===== src/rtl/rip_pkg.sv =====
// Shared types, constants and helper functions for the radix integer parser.
`timescale 1ns / 1ps

package rip_pkg;

    localparam int ChW     = 21;
    localparam int RadixW  = 6;
    localparam int ValW    = 64;
    localparam int ProdW   = ValW + RadixW + 1;
    localparam int PaddrW  = 3;

    localparam logic [ChW-1:0] CH_ZERO  = 21'h30;
    localparam logic [ChW-1:0] CH_MINUS = 21'h2D;
    localparam logic [ChW-1:0] CH_PLUS  = 21'h2B;

    localparam logic [RadixW-1:0] RADIX_MIN   = 6'd2;
    localparam logic [RadixW-1:0] RADIX_MAX   = 6'd36;
    localparam logic [RadixW-1:0] RADIX_RESET = 6'd10;
    localparam logic [RadixW-1:0] DIGIT_NONE  = 6'd63;

    typedef enum logic [1:0] {
        MODE_I8  = 2'd0,
        MODE_I16 = 2'd1,
        MODE_I32 = 2'd2,
        MODE_I64 = 2'd3
    } mode_t;

    localparam mode_t MODE_RESET = MODE_I32;

    // register index, taken from paddr[2]
    localparam logic REG_RADIX = 1'b0;
    localparam logic REG_WIDTH = 1'b1;

    localparam logic signed [ValW-1:0] I64_MIN = {1'b1, {(ValW-1){1'b0}}};
    localparam logic signed [ValW-1:0] I64_NEG_MAX = {1'b1, {(ValW-2){1'b0}}, 1'b1};
    localparam logic signed [ValW-1:0] I32_MIN = -64'sd2147483648;
    localparam logic signed [ValW-1:0] I32_NEG_MAX = -64'sd2147483647;
    localparam logic signed [ValW-1:0] I16_MIN = -64'sd32768;
    localparam logic signed [ValW-1:0] I16_NEG_MAX = -64'sd32767;
    localparam logic signed [ValW-1:0] I8_MIN = -64'sd128;
    localparam logic signed [ValW-1:0] I8_NEG_MAX = -64'sd127;

    // record handed from the step stage to the finish stage
    typedef struct packed {
        logic [ValW-1:0] acc;
        logic            is_neg;
        logic            bad;
        mode_t           mode;
        logic            empty;
    } fin_t;

    // digit value, DIGIT_NONE for a non-digit
    function automatic logic [RadixW-1:0] digit_val(input logic [ChW-1:0] c);
        logic [RadixW-1:0] d;
        d = DIGIT_NONE;
        if (c inside {[21'h30:21'h39]})
            d = RadixW'(c - 21'h30);
        else if (c inside {[21'h61:21'h7A]})
            d = RadixW'(c - 21'h61) + 6'd10;
        else if (c inside {[21'h41:21'h5A]})
            d = RadixW'(c - 21'h41) + 6'd10;
        return d;
    endfunction

    // negated accumulation limit used during the digit loop
    function automatic logic signed [ValW-1:0] step_limit(input mode_t m, input logic neg);
        logic signed [ValW-1:0] l;
        if (m == MODE_I64)
            l = neg ? I64_MIN : I64_NEG_MAX;
        else
            l = neg ? I32_MIN : I32_NEG_MAX;
        return l;
    endfunction

    // lowest accumulator value that still lands in the selected range
    function automatic logic signed [ValW-1:0] final_bound(input mode_t m, input logic neg);
        logic signed [ValW-1:0] b;
        case (m)
            MODE_I8:  b = neg ? I8_MIN  : I8_NEG_MAX;
            MODE_I16: b = neg ? I16_MIN : I16_NEG_MAX;
            MODE_I32: b = neg ? I32_MIN : I32_NEG_MAX;
            MODE_I64: b = neg ? I64_MIN : I64_NEG_MAX;
            default:  b = I64_MIN;
        endcase
        return b;
    endfunction

endpackage


===== src/rtl/rip_step.sv =====
// Parse state and per-character sign/digit step with overflow check.
`timescale 1ns / 1ps

module rip_step (
    input  logic                            clk,
    input  logic                            rst_n,
    input  logic                            adv,
    input  logic [rip_pkg::ChW-1:0]         ch,
    input  logic                            last,
    input  logic                            empty_req,
    input  logic [rip_pkg::RadixW-1:0]      radix,
    input  rip_pkg::mode_t                  width_mode,
    output rip_pkg::fin_t                   fin
);

    logic [rip_pkg::ValW-1:0] acc_reg, acc_next;
    logic                     neg_reg, neg_next;
    logic                     first_reg, first_next;
    logic                     sign_only_reg, sign_only_next;
    logic                     failed_reg, failed_next;

    logic                              radix_ok;
    logic [rip_pkg::RadixW-1:0]        dval;
    logic signed [rip_pkg::ProdW-1:0]  acc_x;
    logic signed [rip_pkg::ProdW-1:0]  radix_x;
    logic signed [rip_pkg::ProdW-1:0]  prod;
    logic signed [rip_pkg::ProdW-1:0]  lim_d;
    logic signed [rip_pkg::ValW-1:0]   lim;
    logic                              fail_s;

    assign radix_ok = (radix >= rip_pkg::RADIX_MIN) && (radix <= rip_pkg::RADIX_MAX);
    assign dval     = rip_pkg::digit_val(ch);
    assign lim      = rip_pkg::step_limit(width_mode, neg_reg);
    assign acc_x    = $signed({{(rip_pkg::ProdW-rip_pkg::ValW){acc_reg[rip_pkg::ValW-1]}},
                               acc_reg});
    assign radix_x  = $signed({{(rip_pkg::ProdW-rip_pkg::RadixW){1'b0}}, radix});
    assign prod     = acc_x * radix_x;
    assign lim_d    = $signed({{(rip_pkg::ProdW-rip_pkg::ValW){lim[rip_pkg::ValW-1]}}, lim})
                    + $signed({{(rip_pkg::ProdW-rip_pkg::RadixW){1'b0}}, dval});

    always_comb
    begin
        acc_next       = acc_reg;
        neg_next       = neg_reg;
        first_next     = first_reg;
        sign_only_next = sign_only_reg;
        failed_next    = failed_reg;
        fail_s         = 1'b0;

        if (!failed_reg)
        begin
            if (first_reg && (ch < rip_pkg::CH_ZERO))
            begin
                neg_next = neg_reg | (ch == rip_pkg::CH_MINUS);
                fail_s   = !((ch == rip_pkg::CH_MINUS) || (ch == rip_pkg::CH_PLUS));
                if (!fail_s)
                begin
                    sign_only_next = 1'b1;
                    fail_s         = last;
                end
                failed_next = fail_s | !radix_ok;
            end
            else
            begin
                sign_only_next = 1'b0;
                if (!radix_ok || (dval >= radix) || (prod < lim_d))
                    failed_next = 1'b1;
                else
                    acc_next = prod[rip_pkg::ValW-1:0]
                             - {{(rip_pkg::ValW-rip_pkg::RadixW){1'b0}}, dval};
            end
        end
        first_next = 1'b0;

        fin.acc    = acc_next;
        fin.is_neg = neg_next;
        fin.bad    = failed_next | sign_only_next;
        fin.mode   = width_mode;
        fin.empty  = empty_req;

        if (empty_req || last)
        begin
            acc_next       = '0;
            neg_next       = 1'b0;
            first_next     = 1'b1;
            sign_only_next = 1'b0;
            failed_next    = 1'b0;
        end
    end

    always_ff @(posedge clk or negedge rst_n)
    begin
        if (!rst_n)
        begin
            acc_reg       <= '0;
            neg_reg       <= 1'b0;
            first_reg     <= 1'b1;
            sign_only_reg <= 1'b0;
            failed_reg    <= 1'b0;
        end
        else if (adv)
        begin
            acc_reg       <= acc_next;
            neg_reg       <= neg_next;
            first_reg     <= first_next;
            sign_only_reg <= sign_only_next;
            failed_reg    <= failed_next;
        end
    end

endmodule


===== src/rtl/rip_finish.sv =====
// Final sign fix-up, range check and result register.
`timescale 1ns / 1ps

module rip_finish (
    input  logic                        clk,
    input  logic                        load,
    input  rip_pkg::fin_t               fin,
    output logic [rip_pkg::ValW-1:0]    value,
    output logic                        status
);

    logic [rip_pkg::ValW-1:0]        value_reg, value_next;
    logic                            status_reg, status_next;
    logic signed [rip_pkg::ValW-1:0] bound;
    logic                            in_range;
    logic                            bad;

    assign bound    = rip_pkg::final_bound(fin.mode, fin.is_neg);
    assign in_range = $signed(fin.acc) >= bound;
    assign bad      = fin.empty | fin.bad | !in_range;

    always_comb
    begin
        status_next = bad;
        if (bad)
            value_next = '0;
        else if (fin.is_neg)
            value_next = fin.acc;
        else
            value_next = '0 - fin.acc;
    end

    always_ff @(posedge clk)
    begin
        if (load)
        begin
            value_reg  <= value_next;
            status_reg <= status_next;
        end
    end

    assign value  = value_reg;
    assign status = status_reg;

endmodule


===== src/rtl/radix_integer_parser_unit.sv =====
// Top level of the radix integer parser: stream ports, register port, pipeline control.
// Stages: input register A, step record register B, result register driving m_tvalid.
// Throughput: one character per cycle while no string-ending character waits on the output;
// bounded by the digit step (one 64x6 multiply, subtract and compare on the parse state).
// Characters that end no string never wait on the output side.
// Reset (rst_n low, asynchronous): pipeline empty, radix 10, width int32, parse state cleared.
`timescale 1ns / 1ps

module radix_integer_parser_unit (
    input  logic                            clk,
    input  logic                            rst_n,
    input  logic                            s_tvalid,
    output logic                            s_tready,
    input  logic [23:0]                     s_tdata,   // [20:0] ch
    input  logic                            s_tlast,
    input  logic                            s_tuser,   // [0] empty_req
    output logic                            m_tvalid,
    input  logic                            m_tready,
    output logic [63:0]                     m_tdata,   // [63:0] value
    output logic                            m_tuser,   // [0] status
    input  logic                            psel,
    input  logic                            penable,
    input  logic                            pwrite,
    input  logic [rip_pkg::PaddrW-1:0]      paddr,
    input  logic [31:0]                     pwdata,
    output logic [31:0]                     prdata,
    output logic                            pready
);

    logic [rip_pkg::RadixW-1:0] radix_reg;
    rip_pkg::mode_t             mode_reg;
    logic                       cfg_wr;

    logic                       a_valid_reg, a_valid_next;
    logic [rip_pkg::ChW-1:0]    a_ch_reg;
    logic                       a_last_reg;
    logic                       a_empty_reg;
    logic                       b_valid_reg, b_valid_next;
    rip_pkg::fin_t              b_fin_reg;
    rip_pkg::fin_t              fin;
    logic                       m_valid_reg, m_valid_next;

    logic                       produces;
    logic                       out_free;
    logic                       b_free;
    logic                       a_adv;
    logic                       b_load;
    logic                       b_adv;
    logic                       s_acc;

    assign pready = 1'b1;
    assign cfg_wr = psel & penable & pwrite & pready;

    always_ff @(posedge clk or negedge rst_n)
    begin
        if (!rst_n)
        begin
            radix_reg <= rip_pkg::RADIX_RESET;
            mode_reg  <= rip_pkg::MODE_RESET;
        end
        else if (cfg_wr)
        begin
            case (paddr[2])
                rip_pkg::REG_RADIX: radix_reg <= pwdata[rip_pkg::RadixW-1:0];
                rip_pkg::REG_WIDTH: mode_reg  <= rip_pkg::mode_t'(pwdata[1:0]);
                default:            radix_reg <= radix_reg;
            endcase
        end
    end

    always_comb
    begin
        case (paddr[2])
            rip_pkg::REG_RADIX: prdata = {{(32-rip_pkg::RadixW){1'b0}}, radix_reg};
            rip_pkg::REG_WIDTH: prdata = {30'd0, mode_reg};
            default:            prdata = '0;
        endcase
    end

    // pipeline control
    assign produces = a_last_reg | a_empty_reg;
    assign out_free = !m_valid_reg | m_tready;
    assign b_adv    = b_valid_reg & out_free;
    assign b_free   = !b_valid_reg | out_free;
    assign a_adv    = a_valid_reg & (!produces | b_free);
    assign b_load   = a_adv & produces;
    assign s_tready = !a_valid_reg | a_adv;
    assign s_acc    = s_tvalid & s_tready;

    assign a_valid_next = s_acc | (a_valid_reg & !a_adv);
    assign b_valid_next = b_load | (b_valid_reg & !b_adv);
    assign m_valid_next = b_adv | (m_valid_reg & !m_tready);

    always_ff @(posedge clk or negedge rst_n)
    begin
        if (!rst_n)
        begin
            a_valid_reg <= 1'b0;
            b_valid_reg <= 1'b0;
            m_valid_reg <= 1'b0;
        end
        else
        begin
            a_valid_reg <= a_valid_next;
            b_valid_reg <= b_valid_next;
            m_valid_reg <= m_valid_next;
        end
    end

    always_ff @(posedge clk)
    begin
        if (s_acc)
        begin
            a_ch_reg    <= s_tdata[rip_pkg::ChW-1:0];
            a_last_reg  <= s_tlast;
            a_empty_reg <= s_tuser;
        end
        if (b_load)
            b_fin_reg <= fin;
    end

    rip_step u_step (
        .clk        (clk),
        .rst_n      (rst_n),
        .adv        (a_adv),
        .ch         (a_ch_reg),
        .last       (a_last_reg),
        .empty_req  (a_empty_reg),
        .radix      (radix_reg),
        .width_mode (mode_reg),
        .fin        (fin)
    );

    rip_finish u_finish (
        .clk    (clk),
        .load   (b_adv),
        .fin    (b_fin_reg),
        .value  (m_tdata),
        .status (m_tuser)
    );

    assign m_tvalid = m_valid_reg;

endmodule


===== config.mk =====
export PLATFORM = sky130hd
export DESIGN_NAME = radix_integer_parser_unit
export DESIGN_NICKNAME = d
export VERILOG_FILES = /design/src/rtl/rip_pkg.sv /design/src/rtl/rip_step.sv /design/src/rtl/rip_finish.sv /design/src/rtl/radix_integer_parser_unit.sv
export SDC_FILE = /design/constraint.sdc
export NUM_CORES = 1
export LEC_CHECK = 0
export ABC_AREA = 0
export BUFFER_PORTS_ARGS = -buffer_cell sky130_fd_sc_hd__buf_2
export CORE_MARGIN = 2
export CORE_UTILIZATION = 66
export DETAILED_ROUTE_END_ITERATION = 16
export PLACE_DENSITY = 0.81
export RECOVER_POWER = 50
export SYNTH_ARGS = -nofsm -noshare
export SYNTH_HDL_FRONTEND = slang
export SYNTH_HIERARCHICAL = 1
export SYNTH_SLANG_ARGS = --single-unit
export TNS_END_PERCENT = 100

===== constraint.sdc =====
create_clock -name clk -period 19.1 [get_ports clk]
set_input_delay 1.91 -clock clk [delete_from_list [all_inputs] [get_ports clk]]
set_output_delay 1.91 -clock clk [all_outputs]
set_load 0.02 [all_outputs]

# Yosys cells after proc, flatten, opt, wreduce, memory -nomap -nowiden
# Index checks and enable logic that the tools add are counted.
[totals]
word_cells = 124
out_inout_bits = 100
register_bits = 236
[op_classes]
n_lt_le_gt_ge = 12
eq_ne = 6
n_reduce_logical = 22
muxes = 32
n_bitwise = 23
n_mul = 1
add_sub_neg = 8
[ops]
columns = ["cell", "count"]
rows = [
  ["2-to-1 mux 64 bit", 5],
  ["case mux 64 bit (4 select lines)", 1],
  ["< comparator 71 bit", 1],
  ["multiplier 64 x 7 -> 71 bit", 1],
  ["adder 64 x 7 -> 65 bit", 1],
  ["greater-or-equal comparator 64 bit", 1],
  ["case mux 32 bit (2 select lines)", 1],
  ["subtractor 1 x 64 -> 64 bit (first input constant)", 1],
  ["subtractor 64 x 6 -> 64 bit", 1],
  ["2-to-1 mux 63 bit", 1],
  ["== test 21 x 6 -> 1 bit (second input constant)", 2],
  ["greater-or-equal comparator 21 x 7 -> 1 bit (second input constant)", 2],
  ["<= comparator 21 x 7 -> 1 bit (second input constant)", 2],
  ["greater-or-equal comparator 21 x 6 -> 1 bit (second input constant)", 1],
  ["<= comparator 21 x 6 -> 1 bit (second input constant)", 1],
  ["< comparator 21 x 6 -> 1 bit (second input constant)", 1],
  ["2-to-1 mux 1 bit", 21],
  ["2-to-1 mux 6 bit", 3],
  ["bitwise OR 1 bit", 13],
  ["adder 6 x 4 -> 6 bit (second input constant)", 2],
  ["subtractor 6 bit (second input constant)", 2],
  ["logical NOT 1 bit", 10],
  ["AND 1 bit", 9],
  ["== test 2 bit (second input constant)", 3],
  ["other kinds (10)", 18],
]

# Depth between registers and ports, before layout
[logic_depth]
ltp_word = 12
mapped_depth = 36
ltp_nobuf = 30

# Cells and area by module
# Netlist, hierarchy kept.
[modules_own_cells]
columns = ["module", "cells_per_inst", "instances", "area_each_um2", "seq_area_each_um2"]
rows = [
  ["rip_step", 2460, 1, 20776.2, 1677.9],
  ["rip_finish", 477, 1, 4747.1, 1951.9],
  ["radix_integer_parser_unit", 160, 1, 3503.4, 3041.7],
]

# Worst setup path before layout
# Ideal clock, no wire load.
[synth_timing]
kind = "register -> register"
from = "reg radix_reg[1] in the netlist's numbering"
to = "reg b_fin_reg[62] in the netlist's numbering (data pin)"
stages_incl_launch_ff = 32
synth_period_minus_slack_ps = 8569
path_buffers = 5
path_slack_ps = 10531
arrival_time_ps = 8307
setup_time_ps = 262
path_cell_list = "dfstp_2 clkbuf_1 clkbuf_1 and2_1 fa_1 fa_1 fa_1 inv_1 fa_1 inv_1 ha_1 buf_4 nand4_1 nor3_2 a21o_1 nor2_1 o221a_2 nor4b_1 a2111oi_0 ha_1 nand4_1 nor2_1 nand3_1 a211oi_1 nor3_1 o31a_1 or4_1 or4_1 o31a_1 buf_2 clkbuf_1 mux2_1"
[synth_rtl]
columns = ["element", "line_no", "source"]
rows = [
  ["from (decl)", "radix_integer_parser_unit.sv:30", "logic [rip_pkg::RadixW-1:0] radix_reg;"],
  ["from (signal assigned)", "radix_integer_parser_unit.sv:58", "radix_reg <= rip_pkg::RADIX_RESET;"],
  ["from (signal assigned)", "radix_integer_parser_unit.sv:64", "rip_pkg::REG_RADIX: radix_reg <= pwdata[rip_pkg::RadixW-1:0];"],
  ["from (signal assigned)", "radix_integer_parser_unit.sv:66", "default: radix_reg <= radix_reg;"],
  ["to (signal assigned)", "radix_integer_parser_unit.sv:119", "b_fin_reg <= fin;"],
  ["to (decl)", "radix_integer_parser_unit.sv:39", "rip_pkg::fin_t b_fin_reg;"],
]

# Final worst setup path
[layout_timing]
from = "reg radix_reg[3] in the netlist's numbering"
to = "reg u_step/acc_reg[10] in the netlist's numbering"
[layout_between]
elab_chain_cells = 9
word_cells_on_any_way = 14
classes_between = "add/sub (1); mul (1); order compare (4); mux (4); reduce/logical (4)"
[layout_rtl]
columns = ["element", "line_no", "source"]
rows = [
  ["parallel branches: the longest is 5 deep, another holds multiplier 64 x 7 -> 71 bit", "n/a", ""],
  ["2-to-1 mux 64 bit (*)", "rip_step.sv:66", "if (!radix_ok || (dval >= radix) || (prod < lim_d))"],
  ["2-to-1 mux 64 bit (*)", "rip_step.sv:52", "if (first_reg && (ch < rip_pkg::CH_ZERO))"],
  ["2-to-1 mux 64 bit (*)", "rip_step.sv:50", "if (!failed_reg)"],
  ["2-to-1 mux 64 bit (*)", "rip_step.sv:81", "if (empty_req || last)"],
  ["to (signal assigned)", "rip_step.sv:103", "acc_reg <= acc_next;"],
  ["to (decl)", "rip_step.sv:16", "logic [rip_pkg::ValW-1:0] acc_reg, acc_next;"],
]
# Every way passes the cells marked *.
# A chain may end at the register's enable or synchronous reset.

==> results.txt <==
The run finished, with violations left. The final reports fail on capacitance limit, slew limit. The maximum level of the CTS H-tree is 1. The cell area that synthesis handed to floorplanning was 0.0290 mm². The number of diodes added for antenna fixing is 0.

The number of cell rows is 76. The most numerous cell type found on the critical path is sky130_fd_sc_hd__fa_1. The number of clock sinks seen by CTS is 235. The share of total power in sequential cells came out at 24.1%.

The biggest area contributor in the post-synthesis netlist is sky130_fd_sc_hd__fa_1. The area growth from synthesis to layout came out at 5.08%. In this run, the clock network consumes 15.7% of the power. The number of hold-slack violations in the final timing report is 0.

The part of the power in combinational logic came out at 60.3%. The final clock skew came out at 0.0345 ns. The clock period minus worst slack came out at 11.89 ns.

The peak per-stage delay on the critical path came out at 0.96 ns. The standard cell core area is 0.0433 mm². The largest individual stage delay along the critical path comes from the cell sky130_fd_sc_hd__dfstp_2. The quantity of I/O buffers inserted on ports came out at 109. The share of post-route cells with drive strength above 1 came out at 10.2%. The congestion estimate from routability-driven global placement came to 1.02. The sum of net half-perimeters after detailed placement came out at 64,700 µm. The number of different library cells used by synthesis comes to 103. The total power draw is 0.00326 W.

The number of iterations in the first detailed-routing pass is 6. Pin placement for this block handled 168 I/O pins. sky130_fd_sc_hd__and2_1 is the most common cell in the netlist. The net switching share of the total power is 50.3%. The number of max-cap violations came out at 4. The routed wire length per instance is 22.3 µm. The post-layout net count came out at 3,658. The detail-routed via count per cell is 6.43. The highest achievable clock rate came out at 84.1 MHz. After global routing, the most crowded layer is met2. The data arrival time of the critical path is 12.37 ns.

The setup-violating endpoint count in the final report is 0. The global-route met1 utilization is 50.3%. For the worst-skew pair, the clock arrives at the later sink with an insertion delay of 0.58 ns. Of all nets on the critical path, the largest fanout is 64.

After synthesis the netlist holds a flip-flop and latch count of 235. The initial antenna violation count is 2. The post-route DRC violation count came out at 0. The global routing usage on met3 came out at 7.81%. After synthesis, the cell types taking the most area are sky130_fd_sc_hd__fa_1 18%, sky130_fd_sc_hd__edfxtp_1 16%, sky130_fd_sc_hd__ha_1 9.7%, sky130_fd_sc_hd__and2_1 6.8%, sky130_fd_sc_hd__dfrtp_1 6.4%.

The total wire length after detailed routing is 82,800 µm. Counting flops with a built-in enable in the synthesized netlist gives 157. The maximum number of pins on one net before global-route repair came out at 70. The class of the most critical hold timing path is flip-flop to flip-flop.

Before CTS, the worst setup slack after placement is 7.54 ns. The startpoint kind of the worst setup timing path is a flip-flop. The first-pass GRT wire length is 132,000 µm.

The maximum vdd drop came out at 0.0000793 V. The count of hold-fix buffers inserted at cts came out at 0. The met2 routing resource usage after global routing came out at 60.3%. The count of instances resized after the clock tree is built came out at 0. Setup repair after global routing left no endpoint under its margin. The starting utilization of the core area came out at 67.1%.

The actual slew at the worst max-slew pin is 3.46 ns. The routed layout has 23,800 vias. The number of global-route vias before repair came out at 24,100. The number of cells produced by synthesis came out at 3,097. The full die area is 0.0457 mm². The global-route congestion overflow total came out at 0.

The total leakage power came out at 14.4 nW. The proportion of netlist area held by the largest area contributor came out at 17.9%. The switching power summed over all nets is 0.00164 W.

For this design the ratio of total power to cell area is 107 mW/mm². The internal power component is 0.00162 W. The part of the cycle the worst path needs came out at 62.3%. Setup slack closes at 7.21 ns. The required time at the worst-slack endpoint is 19.58 ns. Once detail routing completed, the nets flagged for antenna violations numbered 0. The flip-flop count of the largest register, all copies and words added is 69.

For this run, asynchronously set or reset flops after synthesis account for 33.2%. The number of DRC markers in iteration 0 came out at 2,206. The part of the Yosys area used for sequential elements came out at 23.0%. The worst-case headroom to the max-slew limit is -131%. The number of buffers between clock root and the deepest sink is 3.

The worst setup path is captured at a flip-flop. The clock edge transition at the registers on the reported setup and hold paths is 0.06 ns. The type of the setup path with the least slack is flip-flop to flip-flop. The horizontal die dimension is 214 µm. The height of the chip came out at 214 µm. The final-report max-slew violation count was 217.

The overall fraction of global-route tracks in use is 37.3%. Adding up every negative setup slack in the final design gives 0 ns. The dominant synthesized flop cell is sky130_fd_sc_hd__edfxtp_1. TritonCTS built the clock tree. In this run the mean area of a mapped cell was 9.37 µm².

Post-CTS timing repair inserted 0 buffers for setup. The clock buffer count from CTS came out at 26. Yosys printed 6 warnings.

After synthesis, the most frequently instantiated cells are 315 x sky130_fd_sc_hd__and2_1, 272 x sky130_fd_sc_hd__inv_1, 260 x sky130_fd_sc_hd__fa_1, 253 x sky130_fd_sc_hd__nand2_1, 226 x sky130_fd_sc_hd__ha_1. The root buffer cell chosen for the clock tree is sky130_fd_sc_hd__clkbuf_16.
-- power groups by stage --
stage               clock, W  combinational (W)  sequential (W)
finish              0.000511            0.00197        0.000786
global route        0.000537            0.00213        0.000798
CTS                 0.000517            0.00191        0.000778
detailed placement         0            0.00189        0.000788
global placement           0            0.00185        0.000784
floorplan                  0            0.00135        0.000755
-- routing by layer --
layer | vias to the layer above | part of all wire (%)
li1 | 10800 | -
met1 | 11800 | 41
met2 | 1085 | 47
met3 | 200 | 9.0
met4 | 2 | 3.3
met5 | - | 0.016
-- final cells by class --
cell class | instances | area, µm²
flip-flops and latches | 235 | 6670
well taps | 585 | 732
clock buffers | 32 | 693
clock inverters | 16 | 164
multi-input cells | 2441 | 20500
inverters | 272 | 1020
repair buffers | 128 | 674
fillers | 3301 | 12800
-- kinds of logic (layout without fill, tap and decap cells) --
group / count (synthesis) / in the layout / share of synthesized area (%)
AO/OA/AOI/OAI: 569 / 569 / 13.8
other: 2 / 27 / 0.0259
flip-flops: 235 / 235 / 23.0
AND/OR/NAND/NOR: 1125 / 1125 / 21.2
adder cells (fa/ha/maj): 486 / 486 / 27.7
buffers and inverters: 446 / 448 / 6.60
XOR/XNOR: 154 / 154 / 4.65
multiplexers: 80 / 80 / 3.07
-- path summary, 6_finish.rpt --
kind	start	end	slack, ns	cells after the start
max	radix_reg[3]$_DFFE_PN1P_	u_step/acc_reg[10]$_DFFE_PN0P_	7.21	30
min	u_step/first_reg$_DFFE_PN1P_	u_step/first_reg$_DFFE_PN1P_	0.50	2
max reg2reg	radix_reg[3]$_DFFE_PN1P_	u_step/acc_reg[10]$_DFFE_PN0P_	7.21	30
min reg2reg	u_step/first_reg$_DFFE_PN1P_	u_step/first_reg$_DFFE_PN1P_	0.50	2
max in group asynchronous	rst_n	u_step/acc_reg[15]$_DFFE_PN0P_	13.52	2
min in group asynchronous	rst_n	b_valid_reg$_DFF_PN0_	1.93	1
-- metrics by stage --
step	utilization (%)	hold WS, ns	cell area [µm²]	instances
after global placement	68.6	0.456	29700	3661
final	70.5	0.503	30500	3709
after CTS	70.6	0.502	30500	3709
after detailed placement	68.6	0.489	29700	3661
after global routing	70.5	0.522	30500	3709
after floorplan	-	0.449	29100	3122
-- critical path, delay by kind of cell, from the launching register on --
family | cells | cell delay [ns]
flops | 1 | 0.96
fa+ha+maj | 6 | 2.77
simple gates | 8 | 2.04
compound gates | 10 | 3.75
buf+inv | 6 | 2.06
-- cells in the final DEF (no fill, tap or decap), types with 16 or more instances in the layout --
cell	n
sky130_fd_sc_hd__a31oi_1	18
sky130_fd_sc_hd__a21o_1	26
sky130_fd_sc_hd__a22o_1	65
sky130_fd_sc_hd__nor2_1	151
sky130_fd_sc_hd__a21oi_1	135
sky130_fd_sc_hd__nor4_1	34
sky130_fd_sc_hd__nand4_1	58
sky130_fd_sc_hd__o21ai_0	101
sky130_fd_sc_hd__nor3_1	109
sky130_fd_sc_hd__xnor2_1	106
sky130_fd_sc_hd__edfxtp_1	157
sky130_fd_sc_hd__mux2_2	69
sky130_fd_sc_hd__buf_2	107
sky130_fd_sc_hd__o21a_1	25
sky130_fd_sc_hd__a211oi_1	18
sky130_fd_sc_hd__nand2b_1	16
sky130_fd_sc_hd__ha_1	226
sky130_fd_sc_hd__fa_1	260
sky130_fd_sc_hd__nand3_1	28
sky130_fd_sc_hd__clkbuf_16	26
sky130_fd_sc_hd__dfrtp_1	72
sky130_fd_sc_hd__and2_1	312
sky130_fd_sc_hd__or3_1	35
sky130_fd_sc_hd__nand2_1	253
sky130_fd_sc_hd__conb_1	27
sky130_fd_sc_hd__inv_1	272
sky130_fd_sc_hd__xor2_1	48
sky130_fd_sc_hd__buf_4	16
sky130_fd_sc_hd__nor3b_1	16
No activity file was read; power rests on OpenSTA's default activity.
